## src/rtl/cbt_pkg.sv

```systemverilog
`timescale 1ns / 1ps
// cbt_pkg: shared types and constants of the cubic bezier tessellator
// no dependencies; imported by every module of the block

package cbt_pkg;

  localparam int STEP_BITS  = 6;
  localparam int SQ_BITS    = 2 * STEP_BITS;
  localparam int COEF_BITS  = 3 * STEP_BITS;
  localparam int NUM_COORDS = 8;

  localparam int ITEM_DEPTH    = 2;
  localparam int ITEM_PTR_BITS = 1;
  localparam int ITEM_CNT_BITS = 2;

  localparam int OUT_DEPTH    = 32;
  localparam int OUT_PTR_BITS = 5;
  localparam int OUT_CNT_BITS = 6;

  localparam logic [1:0] BERN_THREE = 2'd3;

  typedef logic [STEP_BITS-1:0] step_t;

  localparam step_t STEPS_RESET = 6'd32;

  typedef enum logic {
    SEQ_IDLE,
    SEQ_RUN
  } seq_state_t;

  typedef struct packed {
    logic valid;
    logic last;
    logic neg_x;
    logic neg_y;
  } div_ctl_t;

  typedef struct packed {
    logic valid;
    logic last;
  } pt_ctl_t;

endpackage

```

## src/rtl/cbt_out_fifo.sv

```systemverilog
`timescale 1ns / 1ps
// cbt_out_fifo: result queue with show-ahead read, never overruns thanks to issue credits
// depends on cbt_pkg

module cbt_out_fifo #(
  parameter int COORD_BITS = 16
) (
  input  logic                   clk,
  input  logic                   rst,
  input  cbt_pkg::pt_ctl_t       wr_ctl,
  input  logic [COORD_BITS-1:0]  wr_x,
  input  logic [COORD_BITS-1:0]  wr_y,
  input  logic                   pop,
  output logic                   empty,
  output logic [COORD_BITS-1:0]  rd_x,
  output logic [COORD_BITS-1:0]  rd_y,
  output logic                   rd_last
);
  import cbt_pkg::*;

  logic [COORD_BITS-1:0]   mem_x    [OUT_DEPTH];
  logic [COORD_BITS-1:0]   mem_y    [OUT_DEPTH];
  logic                    mem_last [OUT_DEPTH];
  logic [OUT_PTR_BITS-1:0] wr_ptr;
  logic [OUT_PTR_BITS-1:0] rd_ptr;
  logic [OUT_CNT_BITS-1:0] count;
  logic                    pop_fire;

  assign empty    = count == '0;
  assign pop_fire = pop && !empty;
  assign rd_x     = mem_x[rd_ptr];
  assign rd_y     = mem_y[rd_ptr];
  assign rd_last  = mem_last[rd_ptr];

  always_ff @(posedge clk) begin
    if (rst) begin
      wr_ptr <= '0;
      rd_ptr <= '0;
      count  <= '0;
    end else begin
      if (wr_ctl.valid) begin
        wr_ptr <= wr_ptr + 1'b1;
      end
      if (pop_fire) begin
        rd_ptr <= rd_ptr + 1'b1;
      end
      count <= count + OUT_CNT_BITS'(wr_ctl.valid) - OUT_CNT_BITS'(pop_fire);
    end
  end

  always_ff @(posedge clk) begin
    if (wr_ctl.valid) begin
      mem_x[wr_ptr]    <= wr_x;
      mem_y[wr_ptr]    <= wr_y;
      mem_last[wr_ptr] <= wr_ctl.last;
    end
  end

endmodule

```

## config.mk

```make
export PLATFORM = sky130hd
export DESIGN_NAME = cbt_out_fifo
export DESIGN_NICKNAME = d
export VERILOG_FILES = /design/src/rtl/cbt_pkg.sv /design/src/rtl/cbt_out_fifo.sv
export SDC_FILE = /design/constraint.sdc
export NUM_CORES = 1
export LEC_CHECK = 0
export ABC_AREA = 1
export BUFFER_PORTS_ARGS = -buffer_cell sky130_fd_sc_hd__buf_2
export CAP_MARGIN = 15
export CORE_MARGIN = 3
export CORE_UTILIZATION = 46
export CTS_CLUSTER_DIAMETER = 50
export CTS_CLUSTER_SIZE = 25
export DETAILED_ROUTE_END_ITERATION = 6
export GPL_TIMING_DRIVEN = 1
export PLACE_DENSITY = 0.58
export RECOVER_POWER = 50
export SLEW_MARGIN = 10
export SYNTH_ARGS = -nofsm -noshare
export SYNTH_HDL_FRONTEND = slang
export SYNTH_SLANG_ARGS = --single-unit
```

## constraint.sdc

```tcl
create_clock -name clk -period 4.96 [get_ports clk]
set_clock_uncertainty 0.05 [all_clocks]
set_input_delay 0.496 -clock clk [delete_from_list [all_inputs] [get_ports clk]]
set_output_delay 0.496 -clock clk [all_outputs]
set_load 0.02 [all_outputs]
```

== Word level (Yosys, flattened, before mapping) ==
Memories as Yosys holds them, arrays and structs flattened. A register that Yosys moved wholly into a read port is not among the register bits.
Cells that the tools add are included.

* Reduce and logical (&&, ||, !) cells: 3
* Multiply operators: 0
* Eq/ne operators: 0
* Multiplexer cells: 8
* Magnitude comparators: 0
* Bitwise operators: 0
* Divide/modulo/power cells: 0
* Shifts and indexed selects: 0
* $add $sub $neg: 4

{| class="wikitable"
|+ Operators by type and width
! cell !! number
|-
| $mux W5 || 6
|-
| $add A5 B1 Y5 const B || 2
|-
| $add A6 B1 Y6 || 1
|-
| $logic_not A6 Y1 || 1
|-
| $sub A6 B1 Y6 || 1
|-
| $mux W1 || 2
|-
| $logic_and A1 B1 Y1 || 1
|-
| $logic_not A1 Y1 || 1
|}

* Memory bits (writable): 1056
* Bits in read-only memories: 0
* Logic and storage cells: 21
* Bits in latches: 0
* Register bits after elaboration: 16
* Memories kept: 3
* Output and inout port bits: 34
* Input port bits: 37

{| class="wikitable"
|+ Memories
! name !! words !! width !! rd ports !! clocked after Yosys merged registers in !! write ports !! line !! text
|-
| mem_x || 32 || 16 || 1 || 1 || 1 || cbt_out_fifo.sv:21 || <nowiki>logic [COORD_BITS-1:0] mem_x [OUT_DEPTH];</nowiki>
|-
| mem_y || 32 || 16 || 1 || 1 || 1 || cbt_out_fifo.sv:22 || <nowiki>logic [COORD_BITS-1:0] mem_y [OUT_DEPTH];</nowiki>
|-
| mem_last || 32 || 1 || 1 || 1 || 1 || cbt_out_fifo.sv:23 || <nowiki>logic mem_last [OUT_DEPTH];</nowiki>
|}

== Depth between registers and ports, before layout ==
* Depth in word-level cells: 5
* Mapped depth: 15
* Depth with buffers taken out: 15

== Least setup slack after synthesis ==
OpenSTA, ideal clock, no wires.

* Path type: in2reg
* Start point: input port wr_ctl[1] (netlist name)
* End point: memory mem_last[23], enable pin
* Cell stages on the path: 5
* Path buffers: 1
* Data required time: 4.446 ns
* Setup slack: 1.097 ns
* Setup time: 0.464 ns
* Data arrival time: 3.349 ns
* Cells stage by stage: clkbuf_1 -> nand2_1 -> nor2_1 -> inv_1 -> nor3_1

* Word-level cells in the longest chain between the ends: 2

{| class="wikitable"
|+ RTL lines
! what !! line !! text
|-
| start: declaration || cbt_out_fifo.sv:10 || <nowiki>input cbt_pkg::pt_ctl_t wr_ctl,</nowiki>
|-
| $mux W1 || cbt_out_fifo.sv:52 || <nowiki>if (wr_ctl.valid) begin</nowiki>
|-
| $mux W1 (implied by the code) || cbt_out_fifo.sv:55 || <nowiki>mem_last[wr_ptr] <= wr_ctl.last;</nowiki>
|-
| end: declaration || cbt_out_fifo.sv:23 ||
|}

Every way passes these cells.

==> reports/qor.yml <==
clkTransAtPathRegs_ns: 0.07
seqPwrFrac_pct: 44.0
cts_root_buffer: "clkbuf_16"
cts_max_level: 3
globalplace.congestion: 0.760
synth_cells: 3733
postCtsSetupBuffers: 0
wire_per_inst_um: 23.6
combPwrFrac_pct: 16.8
cpMostUsedCell: "nand2_1"
critPathKind: "flip-flop to output port"
vias_per_cell: 5.51
min_path_cells: 2
nets: 3813
dominantRegCellSynth: "edfxtp_1"
crit_required_ns: 4.41
grt_max_degree: 217
postCtsHoldBufs: 0
finalCritPeriodShare_pct: 77.7
vias: 28200
reg2reg_depth: 4
grt_pass1_vias: 27000
fp.dieH_um: 315
detail_route.iter0.violations: 2836
grt_use_total_pct: 24.4
slew_headroom_pct: -18.6
postLayoutCellArea_sq_um: 49300
drt_pass1_iterations: 5
powerDensity_nw_per_um2: 467
swShare_pct: 29.0
die_width_um: 315
synth.avg_cell_area_sq_um: 11.8
synth_seq_cells: 1077
post_cts_resized: 0
cp_slowest_cell: "inv_8"
switching_power_mw: 6.68
ys_warn_count: 0
ant_nets: 0
cts_buffers: 111
synth_top_area_cell: "edfxtp_1"
syn-num-nets: 3784
status: "finished with violations"
cts_tree: "yes"
dieArea_sq_um: 99400
syn-cell-area_sq_um: 44000
vdd_drop_max_mv: 0.345
rsz0062_at_grt: "no"
rows: 112
netlist_top_cells_area: "edfxtp_1 (72%), nand2_1 (13%), nand3_1 (9.1%)"
start_util_pct: 46.8
p_int_mw: 16.4
synth_most_common_cell: "nand2_1"
area_growth_pct: 12.1
drive_above_1_share_pct: 9.15
start_kind: "flip-flop"
wirelength_um: 121000
clockBufferDepth: 3
clk_latency_ns: 0.68
setup_viol: 0
holdCritPathClass: "input pin to flip-flop"
arrival_ns: 3.31
fmax_mhz: 260
synth_cell_types: 25
path_max_fanout: 118
violations: "max-capacitance violations, max-slew violations"
ys_top_cells_by_count: "nand2_1 (1504), edfxtp_1 (1056), nand3_1 (802), buf_2 (131), buf_6 (63)"
hold_violations: 0
drv_slew: 13
grt_first_pass_wirelength_um: 178000
synth_top_area_share_pct: 72.1
pwr-share-clk_pct: 39.1
antenna_found_initial: 6
ios: 71
drv_cap: 1
endpoint_kind: "output port"
synth_edf_count: 1056
timing.final.crit_period_ns: 3.85
async_flop_share_pct: 0
worstHoldStart: "rst"
core_sq_um: 94000
fill_cells: 8074
ff2ff_setup_slack_ns: 1.53
yosysSeqAreaShare_pct: 73.0
critPathMaxStageDelay_ns: 0.66
p_leak_nw: 17.9
worst_slew_pin_slew_ns: 1.77
drc_errors: 0
port_buffers: 70
overflow: 0
reg2reg_to: "mem_x[11][6]$_DFFE_PP_"
holdPathEnd: "count[0]$_SDFF_PP0_"
rr_startpoint: "wr_ptr[2]$_SDFFE_PP0P_"
place_area_sq_um: 45400
setup_tns_ns: 0
clock_sinks: 1077
dpl.hpwl_um: 60800
crit_chain: "inv_8 > buf_4 > nand3_1 > nand3_1 > nand2_1 > nand2_1 > nand2_1 > nand2_1 > nand2_1 > buf_2"
## cells in the final DEF (no fill, tap or decap), types with 3 or more instances in the layout
cell type and n:
nand2_1 1504, edfxtp_1 1056, nand3_1 802, clkbuf_16 113, buf_4 61, buf_2 37, clkbuf_1 35, inv_1 26
nor2_4 26, inv_6 21, bufinv_16 17, dfxtp_1 16, nor2_1 15, buf_12 14, inv_8 13, ha_1 13
a21oi_1 11, clkinv_4 11, clkinv_2 11, clkinvlp_4 11, o21ai_0 9, clkinv_1 6, clkinv_8 5, dfxtp_4 4
diode_2 3, nor3_2 3
## worst max path at each step
stage / cells after the start / slack (ns) / end
finish: 10 / 1.11 / rd_y[14]
global route: 11 / 0.85 / rd_y[6]
CTS: 11 / 1.07 / rd_y[5]
detailed placement: 11 / 1.82 / rd_y[5]
global placement: 11 / 1.78 / rd_y[5]
floorplan: 5 / 1.10 / mem_last[23]$_DFFE_PP_
## per-stage QoR
step / worst slack, ns / instances / hold slack (ns) / power [mW] / util, %
after global placement: 1.78 / 4903 / 0.427 / 14.2 / 48.3
final: 1.11 / 5114 / 0.0888 / 23.0 / 52.5
after CTS: 1.07 / 5111 / 0.0512 / 23.2 / 52.5
after global routing: 0.854 / 5111 / 0.0606 / 24.0 / 52.5
after detailed placement: 1.82 / 4903 / 0.430 / 14.2 / 48.3
after floorplan: 1.10 / 3733 / 0.409 / 13.2 / -
## metal layers
metal,vias up,part of all wire (%),GRT usage (%)
met2,983,46,38.5
met4,4,2.9,7.12
met1,13900,43,34.7
met5,-,0.024,0
met3,214,7.7,4.40
li1,13100,-,-
## cells by family after synthesis
group | after synthesis | share of synthesized area [%]
AO/OA/AOI/OAI | 23 | 0.273
buffers and inverters | 262 | 3.84
adder cells (fa/ha/maj) | 14 | 0.415
flip-flops | 1077 | 73.0
AND/OR/NAND/NOR | 2355 | 22.4
XOR/XNOR | 2 | 0.0398
## worst max-delay path, delay by kind of cell, from the launching register on
family | cells | cell delay [ns]
buffers and inverters | 3 | 1.30
AND/OR/NAND/NOR | 7 | 0.71
flip-flops | 1 | 0.49
## cell type report
| class | instances | area [sq um] | share of cell area, % |
|---|---|---|---|
| inverters | 33 | 165 | 0.335 |
| flip-flops and latches | 1077 | 32100 | 65.2 |
| clock buffers | 116 | 2850 | 5.78 |
| clock inverters | 92 | 1150 | 2.34 |
| well taps | 1254 | 1570 | 3.18 |
| multi-input cells | 2394 | 10400 | 21.1 |
| diodes | 3 | 7.51 | 0.0152 |
| repair buffers | 145 | 1050 | 2.12 |
## flip-flops by register name, summed over array words and instances, names as in the netlist, named ones only
| name | flops |
|---|---|
| mem_x | 512 |
| mem_y | 512 |
| mem_last | 32 |
| count | 6 |
| rd_ptr | 5 |
| wr_ptr | 5 |
## power by group through the flow
stage	sequential (mW)	combinational, mW	clock (mW)
5_1_grt	10.1	4.35	9.48
3_5_place_dp	10.3	3.88	0
6_report	10.1	3.87	9.01
4_1_cts	10.1	3.89	9.13
3_3_place_gp	10.3	3.86	0
2_1_floorplan	10.3	2.95	0
Power figures use the tool's default switching activity.
