## src/rtl/cbt_pkg.sv

```systemverilog
`timescale 1ns / 1ps
// cbt_pkg: shared types and constants of the cubic bezier tessellator
// no dependencies; imported by every module of the block

package cbt_pkg;

  localparam int STEP_BITS  = 6;
  localparam int SQ_BITS    = 2 * STEP_BITS;
  localparam int COEF_BITS  = 3 * STEP_BITS;
  localparam int NUM_COORDS = 8;

  localparam int ITEM_DEPTH    = 2;
  localparam int ITEM_PTR_BITS = 1;
  localparam int ITEM_CNT_BITS = 2;

  localparam int OUT_DEPTH    = 32;
  localparam int OUT_PTR_BITS = 5;
  localparam int OUT_CNT_BITS = 6;

  localparam logic [1:0] BERN_THREE = 2'd3;

  typedef logic [STEP_BITS-1:0] step_t;

  localparam step_t STEPS_RESET = 6'd32;

  typedef enum logic {
    SEQ_IDLE,
    SEQ_RUN
  } seq_state_t;

  typedef struct packed {
    logic valid;
    logic last;
    logic neg_x;
    logic neg_y;
  } div_ctl_t;

  typedef struct packed {
    logic valid;
    logic last;
  } pt_ctl_t;

endpackage

```

## src/rtl/cbt_div.sv

```systemverilog
`timescale 1ns / 1ps
// cbt_div: pipelined restoring divider, one quotient bit per stage, x and y side by side
// depends on cbt_pkg; sign restore and clamp in the last stage

module cbt_div #(
  parameter int COORD_BITS = 16
) (
  input  logic                                       clk,
  input  logic                                       rst,
  input  cbt_pkg::div_ctl_t                          in_ctl,
  input  logic [COORD_BITS+cbt_pkg::COEF_BITS-1:0]   in_mag_x,
  input  logic [COORD_BITS+cbt_pkg::COEF_BITS-1:0]   in_mag_y,
  input  logic [cbt_pkg::COEF_BITS-1:0]              in_den,
  output cbt_pkg::pt_ctl_t                           out_ctl,
  output logic [COORD_BITS-1:0]                      out_x,
  output logic [COORD_BITS-1:0]                      out_y
);
  import cbt_pkg::*;

  localparam int MAG_W = COORD_BITS + COEF_BITS;

  div_ctl_t              ctl   [COORD_BITS];
  logic [COORD_BITS-1:0] q_x   [COORD_BITS];
  logic [COORD_BITS-1:0] q_y   [COORD_BITS];
  logic [MAG_W-1:0]      rem_x [COORD_BITS-1];
  logic [MAG_W-1:0]      rem_y [COORD_BITS-1];
  logic [COEF_BITS-1:0]  den   [COORD_BITS-1];

  function automatic logic [COORD_BITS-1:0] restore(input logic [COORD_BITS-1:0] q,
                                                    input logic neg);
    logic [COORD_BITS-1:0] r;
    if (neg) begin
      r = -q;
    end else if (q[COORD_BITS-1]) begin
      r = {1'b0, {(COORD_BITS-1){1'b1}}};
    end else begin
      r = q;
    end
    return r;
  endfunction

  for (genvar k = 0; k < COORD_BITS; k++) begin : g_stage
    localparam int BIT = COORD_BITS - 1 - k;

    div_ctl_t              cin;
    logic [COORD_BITS-1:0] qin_x, qin_y;
    logic [MAG_W-1:0]      rin_x, rin_y;
    logic [COEF_BITS-1:0]  din;
    logic [MAG_W-1:0]      dsh;
    logic                  ge_x, ge_y;

    if (k == 0) begin : g_first
      assign cin   = in_ctl;
      assign qin_x = '0;
      assign qin_y = '0;
      assign rin_x = in_mag_x;
      assign rin_y = in_mag_y;
      assign din   = in_den;
    end else begin : g_next
      assign cin   = ctl[k-1];
      assign qin_x = q_x[k-1];
      assign qin_y = q_y[k-1];
      assign rin_x = rem_x[k-1];
      assign rin_y = rem_y[k-1];
      assign din   = den[k-1];
    end

    assign dsh  = MAG_W'(din) << BIT;
    assign ge_x = rin_x >= dsh;
    assign ge_y = rin_y >= dsh;

    always_ff @(posedge clk) begin
      if (rst) begin
        ctl[k] <= '0;
      end else begin
        ctl[k] <= cin;
      end
    end

    always_ff @(posedge clk) begin
      q_x[k] <= qin_x | (COORD_BITS'(ge_x) << BIT);
      q_y[k] <= qin_y | (COORD_BITS'(ge_y) << BIT);
    end

    if (k < COORD_BITS - 1) begin : g_carry
      always_ff @(posedge clk) begin
        rem_x[k] <= ge_x ? rin_x - dsh : rin_x;
        rem_y[k] <= ge_y ? rin_y - dsh : rin_y;
        den[k]   <= din;
      end
    end
  end

  always_ff @(posedge clk) begin
    if (rst) begin
      out_ctl <= '0;
    end else begin
      out_ctl.valid <= ctl[COORD_BITS-1].valid;
      out_ctl.last  <= ctl[COORD_BITS-1].last;
    end
  end

  always_ff @(posedge clk) begin
    out_x <= restore(q_x[COORD_BITS-1], ctl[COORD_BITS-1].neg_x);
    out_y <= restore(q_y[COORD_BITS-1], ctl[COORD_BITS-1].neg_y);
  end

endmodule

```

## config.mk

```make
export PLATFORM = sky130hd
export DESIGN_NAME = cbt_div
export DESIGN_NICKNAME = d
export VERILOG_FILES = /design/src/rtl/cbt_pkg.sv /design/src/rtl/cbt_div.sv
export SDC_FILE = /design/constraint.sdc
export NUM_CORES = 2
export LEC_CHECK = 0
export BUFFER_PORTS_ARGS = -buffer_cell sky130_fd_sc_hd__buf_4
export CORE_ASPECT_RATIO = 1.2
export CORE_MARGIN = 5
export CORE_UTILIZATION = 57
export DETAILED_ROUTE_END_ITERATION = 10
export GPL_TIMING_DRIVEN = 0
export PLACE_DENSITY = 0.81
export SYNTH_ARGS = -nofsm -noshare
export SYNTH_HDL_FRONTEND = slang
export SYNTH_SLANG_ARGS = --single-unit
```

## constraint.sdc

```tcl
create_clock -name clk -period 3 [get_ports clk]
set_input_delay 0.6 -clock clk [delete_from_list [all_inputs] [get_ports clk]]
set_output_delay 0.6 -clock clk [all_outputs]
set_load 0.005 [all_outputs]
```

# After elaboration in Yosys (flattened, before gate mapping)
# Memory sizes are Yosys's and may differ from the RTL's.
# Index checks and enable logic that the tools add are counted.
[totals]
ff_bits = 34
mem_bits_rw = 1866
input_bits = 92
wordCells = 173
n_memories = 6
[classes]
add_sub_neg = 32
magnitude_cmp = 32
muxes = 53
n_bitwise = 46
[memory_table]
columns = ["memory", "depth", "width", "rd", "rd_clocked_by_memory_dff", "wr", "line", "text"]
rows = [
  ["rem_x", 15, 34, 15, 0, 15, "cbt_div.sv:25", "logic [MAG_W-1:0] rem_x [COORD_BITS-1];"],
  ["rem_y", 15, 34, 15, 0, 15, "cbt_div.sv:26", "logic [MAG_W-1:0] rem_y [COORD_BITS-1];"],
  ["den", 15, 18, 15, 0, 15, "cbt_div.sv:27", "logic [COEF_BITS-1:0] den [COORD_BITS-1];"],
  ["q_x", 16, 16, 16, 0, 16, "cbt_div.sv:23", "logic [COORD_BITS-1:0] q_x [COORD_BITS];"],
  ["q_y", 16, 16, 16, 0, 16, "cbt_div.sv:24", "logic [COORD_BITS-1:0] q_y [COORD_BITS];"],
  ["ctl", 16, 4, 16, 0, 16, "cbt_div.sv:22", "div_ctl_t ctl [COORD_BITS];"],
]
[ops]
columns = ["op", "n"]
rows = [
  ["2-to-1 mux 34 bit", 30],
  ["greater-or-equal comparator 34 x 18 -> 1 bit", 2],
  ["greater-or-equal comparator 34 x 19 -> 1 bit", 2],
  ["greater-or-equal comparator 34 x 20 -> 1 bit", 2],
  ["greater-or-equal comparator 34 x 21 -> 1 bit", 2],
  ["greater-or-equal comparator 34 x 22 -> 1 bit", 2],
  ["greater-or-equal comparator 34 x 23 -> 1 bit", 2],
  ["greater-or-equal comparator 34 x 24 -> 1 bit", 2],
  ["greater-or-equal comparator 34 x 25 -> 1 bit", 2],
  ["greater-or-equal comparator 34 x 26 -> 1 bit", 2],
  ["greater-or-equal comparator 34 x 27 -> 1 bit", 2],
  ["greater-or-equal comparator 34 x 28 -> 1 bit", 2],
  ["greater-or-equal comparator 34 x 29 -> 1 bit", 2],
  ["greater-or-equal comparator 34 x 30 -> 1 bit", 2],
  ["greater-or-equal comparator 34 x 31 -> 1 bit", 2],
  ["greater-or-equal comparator 34 x 32 -> 1 bit", 2],
  ["greater-or-equal comparator 34 x 33 -> 1 bit", 2],
  ["subtractor 34 x 19 -> 34 bit", 2],
  ["subtractor 34 x 20 -> 34 bit", 2],
  ["subtractor 34 x 21 -> 34 bit", 2],
  ["subtractor 34 x 22 -> 34 bit", 2],
  ["subtractor 34 x 23 -> 34 bit", 2],
  ["subtractor 34 x 24 -> 34 bit", 2],
  ["subtractor 34 x 25 -> 34 bit", 2],
  ["29 further kinds", 87],
]

# Longest topological paths before layout
[depth]
word_depth = 3
ltp_mapped = 14
depth_no_buf = 14

# Worst setup path after synthesis
# No wires, ideal clock.
[synth_path]
path_kind = "input to register"
start = "in in_den[4] (netlist name)"
end = "mem rem_y[0][16] (netlist name)"
t_arrival_ns = 3.104
required_ns = 2.930
setup_slack_ns = -0.174
cell_stages = 12
cell_sequence = "inv_1 -> ha_1 -> a211o_1 -> a211oi_1 -> nor2_1 -> o41a_1 -> o31ai_1 -> a21oi_1 -> a41o_1 -> buf_1 -> clkbuf_1 -> a21oi_1"
[synth_lines]
columns = ["element", "line", "text"]
rows = [
  ["start: declaration", "cbt_div.sv:13", "input logic [cbt_pkg::COEF_BITS-1:0] in_den,"],
  ["end: declaration", "cbt_div.sv:26", ""],
]

==> key figures <==
STA
  • Worst-Margin Slew: about 940 ps
  • Final worst slack: -74.83 ps
  • Max Clk Rate: around 0.33 GHz
  • Max-slew violations: 0
  • Worst Skew: approximately 69 ps
  • Slew margin rel.: between 30% and 40%
  • RSZ-0062 raised after global routing: true
  • # setup viols final: 8
  • Final worst path period share: 102.5%
  • Min Tclk post-route: 3075 ps
  • Hold Vio Cnt, Final: 0

Worst setup path
  • Critical path cell sequence: ha_4 -> fa_2 -> nor2b_2 -> o31a_1 -> o211ai_1 -> a21oi_2 -> o41ai_4 -> o21ai_2 -> a211oi_4 -> bufinv_8 -> mux2_2
  • CP Class: reg -> reg
  • WP data required: 3650 ps
  • Critical R2R Launch: den[0][72]
  • Critical Path Fanout Max: 6
  • Reg2reg end: rem_x[0][184]
  • Worst R2R Path Depth: 11
  • Crit-path max cell delay: approximately 400 ps
  • Worst path slowest cell: dfxtp_4
  • Startpoint types: register
  • CP Buf/Inv Count: 1
  • Delay-heaviest family, CP: compound AO/OA/AOI/OAI gates
  • R2R Setup Slk: -70 ps
  • Crit path DAT: about 3700 ps
  • Kind of end point of the critical path: register

Drt
  • DR DRC count: 0
  • Via/cell ratio: around 5.9
  • Antenna Violating Nets Remaining: 0
  • Starting DRT DRC Count: 4132
  • Average wire per standard cell: 22.20 um
  • Via count: 59050
  • Drt total wl: 222.9 mm
  • DR pass1 iterations: 6

Clock tree
  • Num Clock Sinks: 1660
  • CTS Buffer Depth: 3
  • CTS tree: built
  • H-tree depth: 4
  • Root buffer cell: clkbuf_16
  • Clock slew at reported path FFs: around 60 ps
  • Clock Latency Late Sink: 840 ps
  • CTS Buf Count: 159

Global routing
  • Vias in the first global route: just under 60000
  • Initial antenna violation count: 6
  • GRT Total Usage: between 30% and 40%
  • Largest net degree at the start of global routing: 17
  • Gr ovfl total: 0
  • First-pass GRT wire length: between 300 and 400 mm

Yosys
  • Post-synth EDFFs: 0
  • Top cells by area, synth: dfxtp_1 45%, ha_1 9.9%, xnor2_1 4.4%, a21oi_1 4.4%, xor2_1 3.4%
  • #FFs+latches synth: 1660
  • Mapped Nets: about 8500
  • Largest area contributor in the netlist: dfxtp_1
  • Ys flop type: dfxtp_1
  • Post-synthesis cell type count: 94
  • Mean Syn Cell Area: roughly 9.4 um^2
  • Mapped Cells: between 7000 and 8000
  • Post-Syn Area: ~73000 um^2
  • Register area share after synthesis: between 40% and 50%
  • Top-area cell type share of the netlist area: a little under half
  • Async S/R FF share, synth: 0%
  • Syn. warnings: 0

Final layout
  • Share of post-route cells with drive strength above 1: ~16%
  • Nets: around 8900
  • Syn-to-layout area delta: 19.69%
  • # fillers: 9719
  • Fin area: roughly 88000 um^2

Power and ir drop
  • Clock Power Share: between 20% and 30%
  • Internal power: ~61 mW
  • Leak pwr: about 37 nW
  • Reg power frac: 34.7%
  • Combinational power share: between 40% and 50%
  • Switching part of the total: 38.23%
  • Sw Pwr: between 30 and 40 mW
  • Max IR drop VDD: ~0.00064 V
  • Pwr Total: approximately 98 mW
  • Power per cell area: between 1000 and 1500 nW/um^2

Floorplanning
  • Die H: a little over 400 um
  • Chip width: around 340 um
  • # rows: 144
  • Boundary Pins: between 100 and 150
  • Core Box Area: approximately 130000 um^2
  • Die area: around 140000 um^2
  • Initial core utilization: ~57%

Min path
  • Hold EP: rem_x[0][30]
  • Hold depth: 2
  • Hold Crit Class: in -> reg
  • Hold path start: in_mag_x[30]

Status
  • Status: finished, violations left
  • Failing checks: setup timing

Placement
  • HPWL after DPL: 171.4 mm
  • I/O Buffers: between 100 and 150
  • RePlAce Congestion: 1.007
  • Placed instance area: around 76000 um^2

Job
  • Max-Cap Viols: 0
[cells in the mapped netlist, drive strengths merged (60+ instances only)]
library cell  number
a21o             225
a21oi            642
clkbuf           125
dfxtp           1660
ha               578
inv              479
mux2             111
nand2            552
nand2b           105
nand3            109
nand4             79
nor2             569
nor2b            156
nor3             191
nor4             109
o21a              88
o21ai            452
o21bai            60
or3              102
xnor2            367
xor2             285
[power groups by stage]
| stage | logic, mW | registers, mW | clock network, mW |
|---|---|---|---|
| 3_3_place_gp | 36.6 | 33.7 | 0 |
| 4_1_cts | 39.4 | 33.7 | 21.9 |
| 2_1_floorplan | 29.2 | 31.9 | 0 |
| 5_1_grt | 46.6 | 34.6 | 22.9 |
| 6_report | 42.6 | 34.1 | 21.6 |
| 3_5_place_dp | 37.0 | 33.9 | 0 |
[cells in the final DEF, fill, tap and decap left out, types with 223 or more instances in the layout]
| cell type | instances |
|---|---|
| a21o_1 | 223 |
| a21oi_1 | 596 |
| buf_4 | 271 |
| dfxtp_1 | 1623 |
| ha_1 | 483 |
| inv_1 | 441 |
| nand2_1 | 543 |
| nor2_1 | 566 |
| o21ai_0 | 383 |
| xnor2_1 | 364 |
| xor2_1 | 285 |
[worst max path at each step]
stage / startpoint / to / slack [ps] / cells past startpoint
after floorplan: den[0][74] / rem_x[0][190] / 0.02 / 13
after global placement: den[0][34] / rem_y[0][91] / -1290 / 9
after detailed placement: den[1][106] / rem_x[1][233] / -1130 / 13
after CTS: rem_y[1][193] / rem_y[1][222] / -40 / 10
after global routing: den[0][72] / rem_x[0][184] / -150 / 11
final: den[0][72] / rem_x[0][184] / -70 / 11
[routing by layer]
| metal | up-vias | global-route usage (%) | part of all wire, % |
|---|---|---|---|
| met1 | 27880 | 31.53 | 35 |
| met2 | 2094 | 57.61 | 51 |
| met3 | 805 | 4.541 | 4.5 |
| met4 | 2 | 24.36 | 9.7 |
| met5 | - | 0 | 0.0058 |
| li1 | 28270 | - | - |
[worst register-to-register path, cell delays in order, from the launching register on]
cell,delay (ps)
dfxtp_4,400
ha_4,160
fa_2,230
nor2b_2,60
o31a_1,270
o211ai_1,280
a21oi_2,130
o41ai_4,340
o21ai_2,150
a211oi_4,330
bufinv_8,260
mux2_2,310
[logic make-up after synthesis]
group,after synthesis,synth area share (%)
flops,1660,45.39
xor+xnor,652,7.799
simple gates,2212,15.06
buf+inv,634,3.313
mux,115,1.762
compound gates,1888,15.98
fa+ha+maj,608,10.70
[per-stage QoR]
step                      hold WS [ps]  utilization (%)  TNS, ps  cells  setup slack [ps]
after floorplan                  309.6                -        0   7769           0.02398
after global placement           309.6            59.56  -385370   9572             -1288
after detailed placement         312.1            59.56  -381060   9573             -1135
after CTS                       0.8706            66.46   -103.5   9965            -38.96
after global routing             15.22            68.41    -3176  10040            -153.9
final                            42.50            68.41   -209.0  10040            -74.83
[sequential cells by signal, indices dropped and copies added, names as in the netlist]
name / flops
out_ctl: 2
q_y: 136
out_y: 16
rem_y: 510
out_x: 16
rem_x: 510
ctl: 64
den: 270
q_x: 136
[what timing repair did]
| action | 4_1_cts | 5_1_grt |
|---|---|---|
| cloned | 1 | 1 |
| pin swaps | 65 | 142 |
| setup buffers | 65 | 80 |
| endpoints found under the hold margin | 58 | 0 |
| hold buffers | 58 | 0 |
| gates resized for setup | 475 | 448 |
| setup endpoints to repair | 730 | 641 |
[layout make-up]
type | count | area, um^2 | area share [%]
clock buffers | 202 | 4350 | 4.964
repair buffers | 330 | 2785 | 3.178
inverters | 480 | 1853 | 2.114
flip-flops and latches | 1660 | 33300 | 38.00
multi-input cells | 5475 | 40870 | 46.64
diodes | 2 | 5.005 | 0.005711
well taps | 1679 | 2101 | 2.397
plain buffers | 124 | 875.8 | 0.9994
clock inverters | 91 | 1493 | 1.703
Note: power is estimated with default switching activity, not from simulation.
