[src/rtl/cbt_pkg.sv]
`timescale 1ns / 1ps
// cbt_pkg: shared types and constants of the cubic bezier tessellator
// no dependencies; imported by every module of the block

package cbt_pkg;

  localparam int STEP_BITS  = 6;
  localparam int SQ_BITS    = 2 * STEP_BITS;
  localparam int COEF_BITS  = 3 * STEP_BITS;
  localparam int NUM_COORDS = 8;

  localparam int ITEM_DEPTH    = 2;
  localparam int ITEM_PTR_BITS = 1;
  localparam int ITEM_CNT_BITS = 2;

  localparam int OUT_DEPTH    = 32;
  localparam int OUT_PTR_BITS = 5;
  localparam int OUT_CNT_BITS = 6;

  localparam logic [1:0] BERN_THREE = 2'd3;

  typedef logic [STEP_BITS-1:0] step_t;

  localparam step_t STEPS_RESET = 6'd32;

  typedef enum logic {
    SEQ_IDLE,
    SEQ_RUN
  } seq_state_t;

  typedef struct packed {
    logic valid;
    logic last;
    logic neg_x;
    logic neg_y;
  } div_ctl_t;

  typedef struct packed {
    logic valid;
    logic last;
  } pt_ctl_t;

endpackage

[src/rtl/cbt_front.sv]
`timescale 1ns / 1ps
// cbt_front: step count register, step clamp and the two-entry curve queue
// depends on cbt_pkg

module cbt_front #(
  parameter int COORD_BITS = 16,
  parameter int MAX_STEPS  = 63
) (
  input  logic                                          clk,
  input  logic                                          rst,
  input  logic                                          steps_we,
  input  cbt_pkg::step_t                                steps_wdata,
  input  logic                                          push,
  output logic                                          full,
  input  logic [cbt_pkg::NUM_COORDS-1:0][COORD_BITS-1:0] in_pts,
  input  logic                                          item_pop,
  output logic                                          item_empty,
  output logic [cbt_pkg::NUM_COORDS-1:0][COORD_BITS-1:0] item_pts,
  output cbt_pkg::step_t                                item_steps
);
  import cbt_pkg::*;

  step_t                                  steps_reg;
  step_t                                  steps_eff;
  logic [NUM_COORDS-1:0][COORD_BITS-1:0]  q_pts [ITEM_DEPTH];
  step_t                                  q_steps [ITEM_DEPTH];
  logic [ITEM_PTR_BITS-1:0]               wr_ptr;
  logic [ITEM_PTR_BITS-1:0]               rd_ptr;
  logic [ITEM_CNT_BITS-1:0]               count;
  logic                                   push_fire;
  logic                                   pop_fire;

  always_ff @(posedge clk) begin
    if (rst) begin
      steps_reg <= STEPS_RESET;
    end else if (steps_we) begin
      steps_reg <= steps_wdata;
    end
  end

  always_comb begin
    if (steps_reg == '0) begin
      steps_eff = STEP_BITS'(1);
    end else if (steps_reg > STEP_BITS'(MAX_STEPS)) begin
      steps_eff = STEP_BITS'(MAX_STEPS);
    end else begin
      steps_eff = steps_reg;
    end
  end

  assign full       = count == ITEM_CNT_BITS'(ITEM_DEPTH);
  assign item_empty = count == '0;
  assign push_fire  = push && !full;
  assign pop_fire   = item_pop && !item_empty;
  assign item_pts   = q_pts[rd_ptr];
  assign item_steps = q_steps[rd_ptr];

  always_ff @(posedge clk) begin
    if (rst) begin
      wr_ptr <= '0;
      rd_ptr <= '0;
      count  <= '0;
    end else begin
      if (push_fire) begin
        wr_ptr <= wr_ptr + 1'b1;
      end
      if (pop_fire) begin
        rd_ptr <= rd_ptr + 1'b1;
      end
      count <= count + ITEM_CNT_BITS'(push_fire) - ITEM_CNT_BITS'(pop_fire);
    end
  end

  always_ff @(posedge clk) begin
    if (push_fire) begin
      q_pts[wr_ptr]   <= in_pts;
      q_steps[wr_ptr] <= steps_eff;
    end
  end

endmodule

[config.mk]
export PLATFORM = sky130hd
export DESIGN_NAME = cbt_front
export DESIGN_NICKNAME = d
export VERILOG_FILES = /design/src/rtl/cbt_pkg.sv /design/src/rtl/cbt_front.sv
export SDC_FILE = /design/constraint.sdc
export NUM_CORES = 1
export LEC_CHECK = 0
export BUFFER_PORTS_ARGS = -buffer_cell sky130_fd_sc_hd__buf_2
export CAP_MARGIN = 30
export CELL_PAD_IN_SITES_DETAIL_PLACEMENT = 0
export CELL_PAD_IN_SITES_GLOBAL_PLACEMENT = 1
export CORE_MARGIN = 3
export CORE_UTILIZATION = 39
export DETAILED_ROUTE_END_ITERATION = 10
export HOLD_SLACK_MARGIN = 0.12
export PLACE_DENSITY = 0.74
export SYNTH_ARGS = -nofsm -noshare
export SYNTH_HDL_FRONTEND = slang
export SYNTH_SLANG_ARGS = --single-unit
[constraint.sdc]
create_clock -name clk -period 4.7 [get_ports clk]
set_input_delay 0.235 -clock clk [delete_from_list [all_inputs] [get_ports clk]]
set_output_delay 0.235 -clock clk [all_outputs]
set_load 0.005 [all_outputs]
### Word level (Yosys, flattened, before mapping)

Memories as Yosys holds them, arrays and structs flattened. A register that Yosys moved wholly into a read port is not among the register bits.
Cells that the tools add are included.

| storage, ports and cells | value |
|---|---|
| flip-flop bits (word level) | 10 |
| bits in writable memories | 268 |
| input port bits | 139 |
| memories kept | 2 |

Memory list:

| name | depth | bits a word | rd ports | clocked after Yosys merged registers in | write ports | line | text |
|---|---|---|---|---|---|---|---|
| q_pts | 2 | 128 | 1 | 1 | 1 | cbt_front.sv:25 | `logic [NUM_COORDS-1:0][COORD_BITS-1:0] q_pts [ITEM_DEPTH];` |
| q_steps | 2 | 6 | 1 | 1 | 1 | cbt_front.sv:26 | `step_t q_steps [ITEM_DEPTH];` |

| cells by class | value |
|---|---|
| add/subtract/negate cells | 4 |
| $lt $le $gt $ge | 1 |
| equal/unequal tests | 1 |
| mux-type cells | 8 |
| reductions and logical operators | 6 |

Operators by type and width:

| kind | number |
|---|---|
| 6-bit two-way mux | 2 |
| 6-bit > comparator (second input constant) | 1 |
| 6-bit zero test | 1 |
| 1-bit two-way mux | 6 |
| 1-bit adder (second input constant) | 2 |
| 2-bit by 1-bit adder with 2-bit output | 1 |
| 2-bit == test (second input constant) | 1 |
| 1-bit logical AND | 2 |
| 1-bit zero test | 2 |
| 2-bit zero test | 1 |
| 2-bit by 1-bit subtractor with 2-bit output | 1 |

### Depth between registers and ports, before layout

Gate-level depths: netlist of the first run.

| logic depth | value |
|---|---|
| word-level depth | 5 |
| gate-level depth with buffers | 8 |
| depth with buffers taken out | 8 |

### Worst setup path after synthesis of the first run

OpenSTA, ideal clock, no wires.

| timing path | value |
|---|---|
| path kind | reg-to-reg |
| start | register count[0] |
| end | memory q_pts[1][0] (netlist bit) (enable) |
| setup time | 0.510 ns |
| arrival | 3.606 ns |
| required time | 4.190 ns |
| setup slack | 0.584 ns |
| cell stages (with the launch flop) | 3 |
| cell sequence | dfxtp_1 -> nand2b_2 -> and3_1 |

| on the way | value |
|---|---|
| longest elaborated chain between the ends | 5 |

Ends and longest elaborated chain:

| element | line | text |
|---|---|---|
| start: declaration | cbt_front.sv:29 | `logic [ITEM_CNT_BITS-1:0] count;` |
| start signal: assignment | cbt_front.sv:70 | `count <= count + ITEM_CNT_BITS'(push_fire) - ITEM_CNT_BITS'(pop_fire);` |
| 2-bit == test | cbt_front.sv:51 | `assign full = count == ITEM_CNT_BITS'(ITEM_DEPTH);` |
| 1-bit zero test | cbt_front.sv:53 | `assign push_fire = push && !full;` |
| 1-bit logical AND | cbt_front.sv:53 |  |
| 1-bit two-way mux | cbt_front.sv:75 | `if (push_fire) begin` |
| 1-bit two-way mux (not written as such) | cbt_front.sv:76 | `q_pts[wr_ptr] <= in_pts;` |
| end: declaration | cbt_front.sv:25 |  |

No other way between the ends.

==> results of run 1 <==
cell usage after synthesis:
master	instances	area, um2
edfxtp_1	268	8050
mux2_2	74	833
mux2_4	60	901
dfxtp_1	11	220
nor2_1	9	33.8
buf_2	8	40.0
buf_6	8	90.1
clkbuf_1	6	22.5
mux2i_1	5	50.1
inv_1	4	15.0
ha_1	2	25.0
nor2b_1	2	12.5
a211o_1	1	8.76
a21oi_1	1	5.00
and2_1	1	6.26
and3_1	1	6.26
nand2_1	1	3.75
nand2b_2	1	8.76
nor3_1	1	5.00
o21a_1	1	7.51
o21ai_0	1	5.00
o21bai_1	1	7.51
or3_1	1	6.26
or4_1	1	7.51
xnor2_1	1	8.76
xor2_1	1	8.76
final cells by class:
class | instances | area [um2] | area share (%)
Tap cell | 335 | 419 | 2.91
Sequential cell | 279 | 8270 | 57.4
Multi-Input combinational cell | 166 | 1960 | 13.6
Timing Repair Buffer | 426 | 2910 | 20.1
Clock inverter | 15 | 90.1 | 0.625
Antenna cell | 2 | 5.00 | 0.0347
Inverter | 4 | 20.0 | 0.139
Clock buffer | 37 | 756 | 5.24
worst reg2reg max path, stage by stage (launching register included):
cell and delay [ps]:
dfxtp_1 380, nand2b_2 160, inv_1 60, or3_1 380, inv_6 480, buf_12 460
cells by family after synthesis:
group,after synthesis
adders and majority gates,2
buffers and inverters,26
and+or+nand+nor,18
AOI/OAI and AO/OA,5
xor gates and xnor gates,2
muxes,139
DFF,279
metrics by stage:
stage	setup WS, ps	power, mW
finish	1950	7.12
CTS	1870	7.22
global route	1770	7.49
detailed placement	2360	5.06
global placement	2390	5.03
floorplan	584	4.41
timing repair:
| action | in CTS | in global routing |
|---|---|---|
| hold endpoints to repair | 267 | 0 |
| gates resized for setup | 0 | 0 |
| hold buffers | 147 | 0 |
worst paths after layout:
check	start	to	slack (ps)	depth (start not counted)
hold reg to reg	steps_reg[5]$_SDFFE_PP1P_	q_steps[0][5]$_DFFE_PP_	500	0
setup reg to reg	count[0]$_SDFF_PP0_	q_pts[0][8]$_DFFE_PP_	2340	5
setup / recovery	register	item_pts[55]	1950	3
hold / removal	item_pop	register	170	4
where the power goes:
group	switching, mW	leakage [nW]	internal, mW
Combinational	0.784	2.56	0.974
Sequential	0.158	2.60	3.16
Clock	0.864	0.417	1.18
Total	1.81	5.57	5.31
layout by cell type, fill, tap and decap left out, types with 2 or more instances in the layout:
| cell type | count |
|---|---|
| mux2_4 | 60 |
| edfxtp_1 | 268 |
| nor2_1 | 9 |
| mux2i_1 | 5 |
| mux2_2 | 74 |
| dfxtp_1 | 10 |
| nor2b_1 | 2 |
| buf_4 | 3 |
| ha_1 | 2 |
| clkbuf_16 | 29 |
| diode_2 | 2 |
| buf_2 | 274 |
| clkinv_2 | 6 |
| buf_12 | 2 |
| dlygate4sd3_1 | 147 |
| clkinv_1 | 8 |
| inv_1 | 3 |
| clkbuf_1 | 8 |
per-layer routing:
metal	wire (um)	global-route usage, %
met2	10400	24.8
met1	8540	17.3
met3	1850	4.59
met5	0	0
met4	483	3.70
==> metrics.md, run 1 <==
| Metric | Value |
|---|---|
| Port Buffer Count | 274 |
| Antenna violations before repair | 2 |
| #FFs+latches synth | 279 |
| Worst EP arrival | 2510 ps |
| Synth unique cells | 26 |
| Initial core utilization | 39.7% |
| Max FFs per register | 256 |
| Wire length per cell | 16.9 um |
| Gr ovfl total | 0 |
| DR pass1 iterations | 4 |
| Clock Latency Late Sink | 520 ps |
| Final Skew | 9.05 ps |
| Worst rel slew slack | 36.5% |
| Final core utilization | 55.2% |
| Area of placed instances | 12100 um2 |
| Die height | 169 um |
| Crit path max-delay cell type | dfxtp_4 |
| All-Layer GR Usage | 14.2% |
| CP max FO | 53 |
| CTS tree | yes |
| Final min period | 2750 ps |
| Final setup viols | 0 |
| Peak supply drop | 0.000476 V |
| Post-detail-place hpwl | 12.8 mm |
| Final std cells w/o fill | 1264 |
| Register area share after synthesis | 79.6% |
| DRC violations left | 0 |
| Post-synthesis cell area | 10400 um2 |
| Gp weighted congestion | 0.676 |
| Mux contribution to synthesized area | 17.2% |
| Num CTS Buffers | 28 |
| CTS sink count | 279 |
| PwrDens | 494 nW/um2 |
| Layout cell share with drive strength beyond 1 | 48.9% |
| Post-Synth Adder-Cell Area | 0.241% |
| Data required, critical path | 4470 ps |
| IO Pins | 275 |
| Max_cap viols | 0 |
| Compound-Gate Fraction of Synth Area | 0.325% |
| WS Path Type | register to output pin |
| CTS clk-pin slew, worst paths | 60 ps |
| Fin. Hold Viols | 0 |
| Crit-path cells | buf_4 > mux2_2 > buf_2 |
| 1st-iter DRT viols | 270 |
| Slew @ Worst Pin | 952 ps |
| Vias per cell | 4.58 |
| Worst path bufs/invs | 2 |
| Simple logic cell fraction of the synthesized area | 0.867% |
| Post-synthesis average cell area | 22.1 um2 |
| Status | completed |
| Area growth syn-to-layout | 38.9% |
| Unrepaired setup endpoints after global routing | false |
| Row count | 59 |
| Worst hold-check path type | input port to register |
| Largest family of logic cells by synthesized area | multiplexers |
| Vias in the first global route | 6340 |
| Post-Route WL | 21.3 mm |
| P_leak | 5.57 nW |
| XOR/XNOR Fraction of Synth Area | 0.169% |
| Largest net degree at the start of global routing | 73 |
| Fin nets | 1046 |
| Final-report max-slew violation count | 0 |
| Die ar. | 28600 um2 |
| CP top delay family | flip-flops |
| Fin crit share | 58.5% |
| Design area | 14400 um2 |
| Die Span X | 169 um |
| Root Driver | clkbuf_16 |
| Slowest stage delay, CP | 870 ps |
| Startpoint Class | register |
| Core ar. | 26100 um2 |
| Setup tns final | 0 ps |
| Postcts setup bufs | 0 |
| Dpl cells | 1063 |
| Clk buf depth | 3 |
| Cell count after synthesis | 471 |
| H-tree depth | 1 |
| Worst Hold Slack | 170 ps |
| First-pass GRT wire length | 32.8 mm |
| Fill cells | 2079 |
| Syn_nets | 612 |
| Setup crit end kind | output pin |
| Via count | 5785 |
| Fmax | 0.364 GHz |
| Ys Warns | 0 |
| Detail Route Antenna Nets | 0 |
Power figures use the tool's default switching activity.
==> run 2, diff against run 1 <==
--- a/config.mk
+++ b/config.mk
@@ -13,7 +13,7 @@
 export CORE_UTILIZATION = 39
 export DETAILED_ROUTE_END_ITERATION = 10
 export HOLD_SLACK_MARGIN = 0.12
-export PLACE_DENSITY = 0.74
+export PLACE_DENSITY = 0.77
 export SYNTH_ARGS = -nofsm -noshare
 export SYNTH_HDL_FRONTEND = slang
 export SYNTH_SLANG_ARGS = --single-unit
==> constraint.sdc (replaced) <==
create_clock -name clk -period 2.2 [get_ports clk]
set_input_delay 0.11 -clock clk [delete_from_list [all_inputs] [get_ports clk]]
set_output_delay 0.11 -clock clk [all_outputs]
set_load 0.005 [all_outputs]
==> metrics.md, run 2 (synthesized netlist as in run 1, its figures left out) <==
| Metric | Value |
|---|---|
| Hold path cells | 2 (was 4) |
| Worst EP arrival | 1910 ps (was 2510 ps) |
| Post-detail-place hpwl | 12.8 mm (about the same) |
| Clk buf depth | 3 (unchanged) |
| Fin crit share | 91.9% |
| Antenna violations before repair | 0 (was 2) |
| ANT cells | 0 (was 2) |
| Final-report max-slew violation count | 0 (unchanged) |
| WS Path Type | register to output pin (unchanged) |
| Wire length per cell | 16.6 um (was 16.9 um) |
| CTS sink count | 279 (unchanged) |
| Die ar. | 28600 um2 (unchanged) |
| Worst rel slew slack | 71.0% (was 36.5%) |
| Root Driver | clkbuf_16 (unchanged) |
| CTS tree | yes (unchanged) |
| CP max FO | 48 (was 53) |
| Most common cell after layout, fill and taps aside | buf_2 (unchanged) |
| Status | completed (unchanged) |
| 1st-iter DRT viols | 293 (was 270) |
| Gp weighted congestion | 0.723 (was 0.676) |
| Setup crit end kind | output pin (unchanged) |
| DR pass1 iterations | 4 (unchanged) |
| Core ar. | 26100 um2 (unchanged) |
| Reg2Reg Depth | 5 (unchanged) |
| DRC violations left | 0 (unchanged) |
| Hold Crit Start | in_pts[18] (was item_pop) |
| Most frequent cells in the layout | 274 x buf_2, 268 x edfxtp_1, 149 x dlygate4sd3_1 (was 274 x buf_2, 268 x edfxtp_1, 147 x dlygate4sd3_1) |
| Vias in the first global route | 6233 (was 6340) |
| Port Buffer Count | 274 (unchanged) |
| Fin. Hold Viols | 0 (unchanged) |
| Max FFs per register | 256 (unchanged) |
| R2R Setup Slk | 430 ps (was 2340 ps) |
| Dpl cells | 1068 (was 1063) |
| Row count | 59 (unchanged) |
| Power Total | 15.2 mW (was 7.12 mW) |
| Worst Hold Slack | 304 ps (was 170 ps) |
| First-pass GRT wire length | 31.9 mm (was 32.8 mm) |
| Area growth syn-to-layout | 40.1% (was 38.9%) |
| Final core utilization | 55.7% (was 55.2%) |
| Reg2Reg Launch Point | count[0]$_SDFF_PP0_ (unchanged) |
| Post-route setup slack | 178 ps (was 1950 ps) |
| Detail Route Antenna Nets | 0 (unchanged) |
| Die Span X | 169 um (unchanged) |
| Post-Route WL | 21.1 mm (was 21.3 mm) |
| CTS clk-pin slew, worst paths | 60 ps (about the same) |
| Vias per cell | 4.58 (about the same) |
| Area of placed instances | 12200 um2 (was 12100 um2) |
| Max_cap viols | 0 (unchanged) |
| Worst r2r dst | q_pts[0][92]$_DFFE_PP_ (was q_pts[0][8]$_DFFE_PP_) |
| Die height | 169 um (unchanged) |
| DP Worst Slack | 443 ps (was 2360 ps) |
| Final setup viols | 0 (unchanged) |
| Startpoint Class | register (unchanged) |
| Data required, critical path | 2090 ps (was 4470 ps) |
| Largest net degree at the start of global routing | 72 (was 73) |
| Num CTS Buffers | 28 (unchanged) |
| Gr ovfl total | 0 (unchanged) |
| Final std cells w/o fill | 1270 (was 1264) |
| Design area | 14500 um2 (was 14400 um2) |
| IO Pins | 275 (unchanged) |
| Fill cells | 2037 (was 2079) |
| H-tree depth | 1 (unchanged) |
| Fin nets | 1054 (was 1046) |
| Clock Latency Late Sink | 530 ps (was 520 ps) |
| Worst Hold End | q_pts[0][18]$_DFFE_PP_ |
| Final Skew | 9.01 ps (was 9.05 ps) |
| All-Layer GR Usage | 13.9% (was 14.2%) |
| Initial core utilization | 39.7% (unchanged) |
| Slew @ Worst Pin | 435 ps (was 952 ps) |
| Via count | 5817 (was 5785) |
| Unrepaired setup endpoints after global routing | false (unchanged) |
| Fmax | 0.494 GHz |
| Layout cell share with drive strength beyond 1 | 49.3% (was 48.9%) |
| Setup tns final | 0 ps (unchanged) |
| P_leak | 5.62 nW (was 5.57 nW) |
| Peak supply drop | 0.000754 V (was 0.000476 V) |
| Worst hold-check path type | input port to register (unchanged) |
| Final min period | 2020 ps |
| PwrDens | 1050 nW/um2 (was 494 nW/um2) |
## run 2: how the worst max path moves through the flow
stage | from | end | slack (ps) | cells past startpoint
4_1_cts | register | item_pts[21] | 30 | 3
5_1_grt | register | item_pts[21] | 80 | 3
3_3_place_gp | count[0]$_SDFF_PP0_ | q_pts[0][74]$_DFFE_PP_ | 460 | 5
6_report | register | item_pts[21] | 180 | 3
2_1_floorplan | count[0]$_SDFF_PP0_ | q_pts[0][0]$_DFFE_PP_ | -790 | 4
3_5_place_dp | count[0]$_SDFF_PP0_ | q_pts[0][95]$_DFFE_PP_ | 440 | 5
## run 2: critical path: stages, from the launching register on
cell and delay (ps):
dfxtp_4 500, buf_12 320, mux2_2 400, buf_2 140
## run 2: where the power goes
| part | internal, mW | switching (mW) | total [mW] | leakage [nW] |
|---|---|---|---|---|
| combinational | 2.20 | 1.80 | 4.00 | 2.62 |
| sequential | 6.75 | 0.226 | 6.97 | 2.60 |
| clock | 2.45 | 1.81 | 4.27 | 0.403 |
| total | 11.4 | 3.83 | 15.2 | 5.62 |
## run 2: layout make-up
type                       instances  area (um2)  share of cell area [%]
clock buffer                      44         792                    5.44
clock inverter                     8        35.0                   0.241
inverter                           4        18.8                   0.129
multi-input combinational        166        1970                    13.5
sequential                       279        8270                    56.9
tap                              335         419                    2.88
timing repair buffer             434        3040                    20.9
## run 2: routing by layer
metal / vias up / routed length [um] / global-route usage (%)
li1: 2730 / - / -
met5: - / 0 / 0
met3: 48 / 1690 / 4.15
met4: 0 / 609 / 4.41
met1: 2821 / 8200 / 16.2
met2: 218 / 10600 / 24.8
## run 2: what timing repair did
| action | CTS | global route |
|---|---|---|
| setup endpoints to repair | 0 | 19 |
| gates resized for setup | 0 | 1 |
| hold buffers | 149 | 0 |
| hold endpoints to repair | 267 | 0 |
| setup buffers | 0 | 1 |
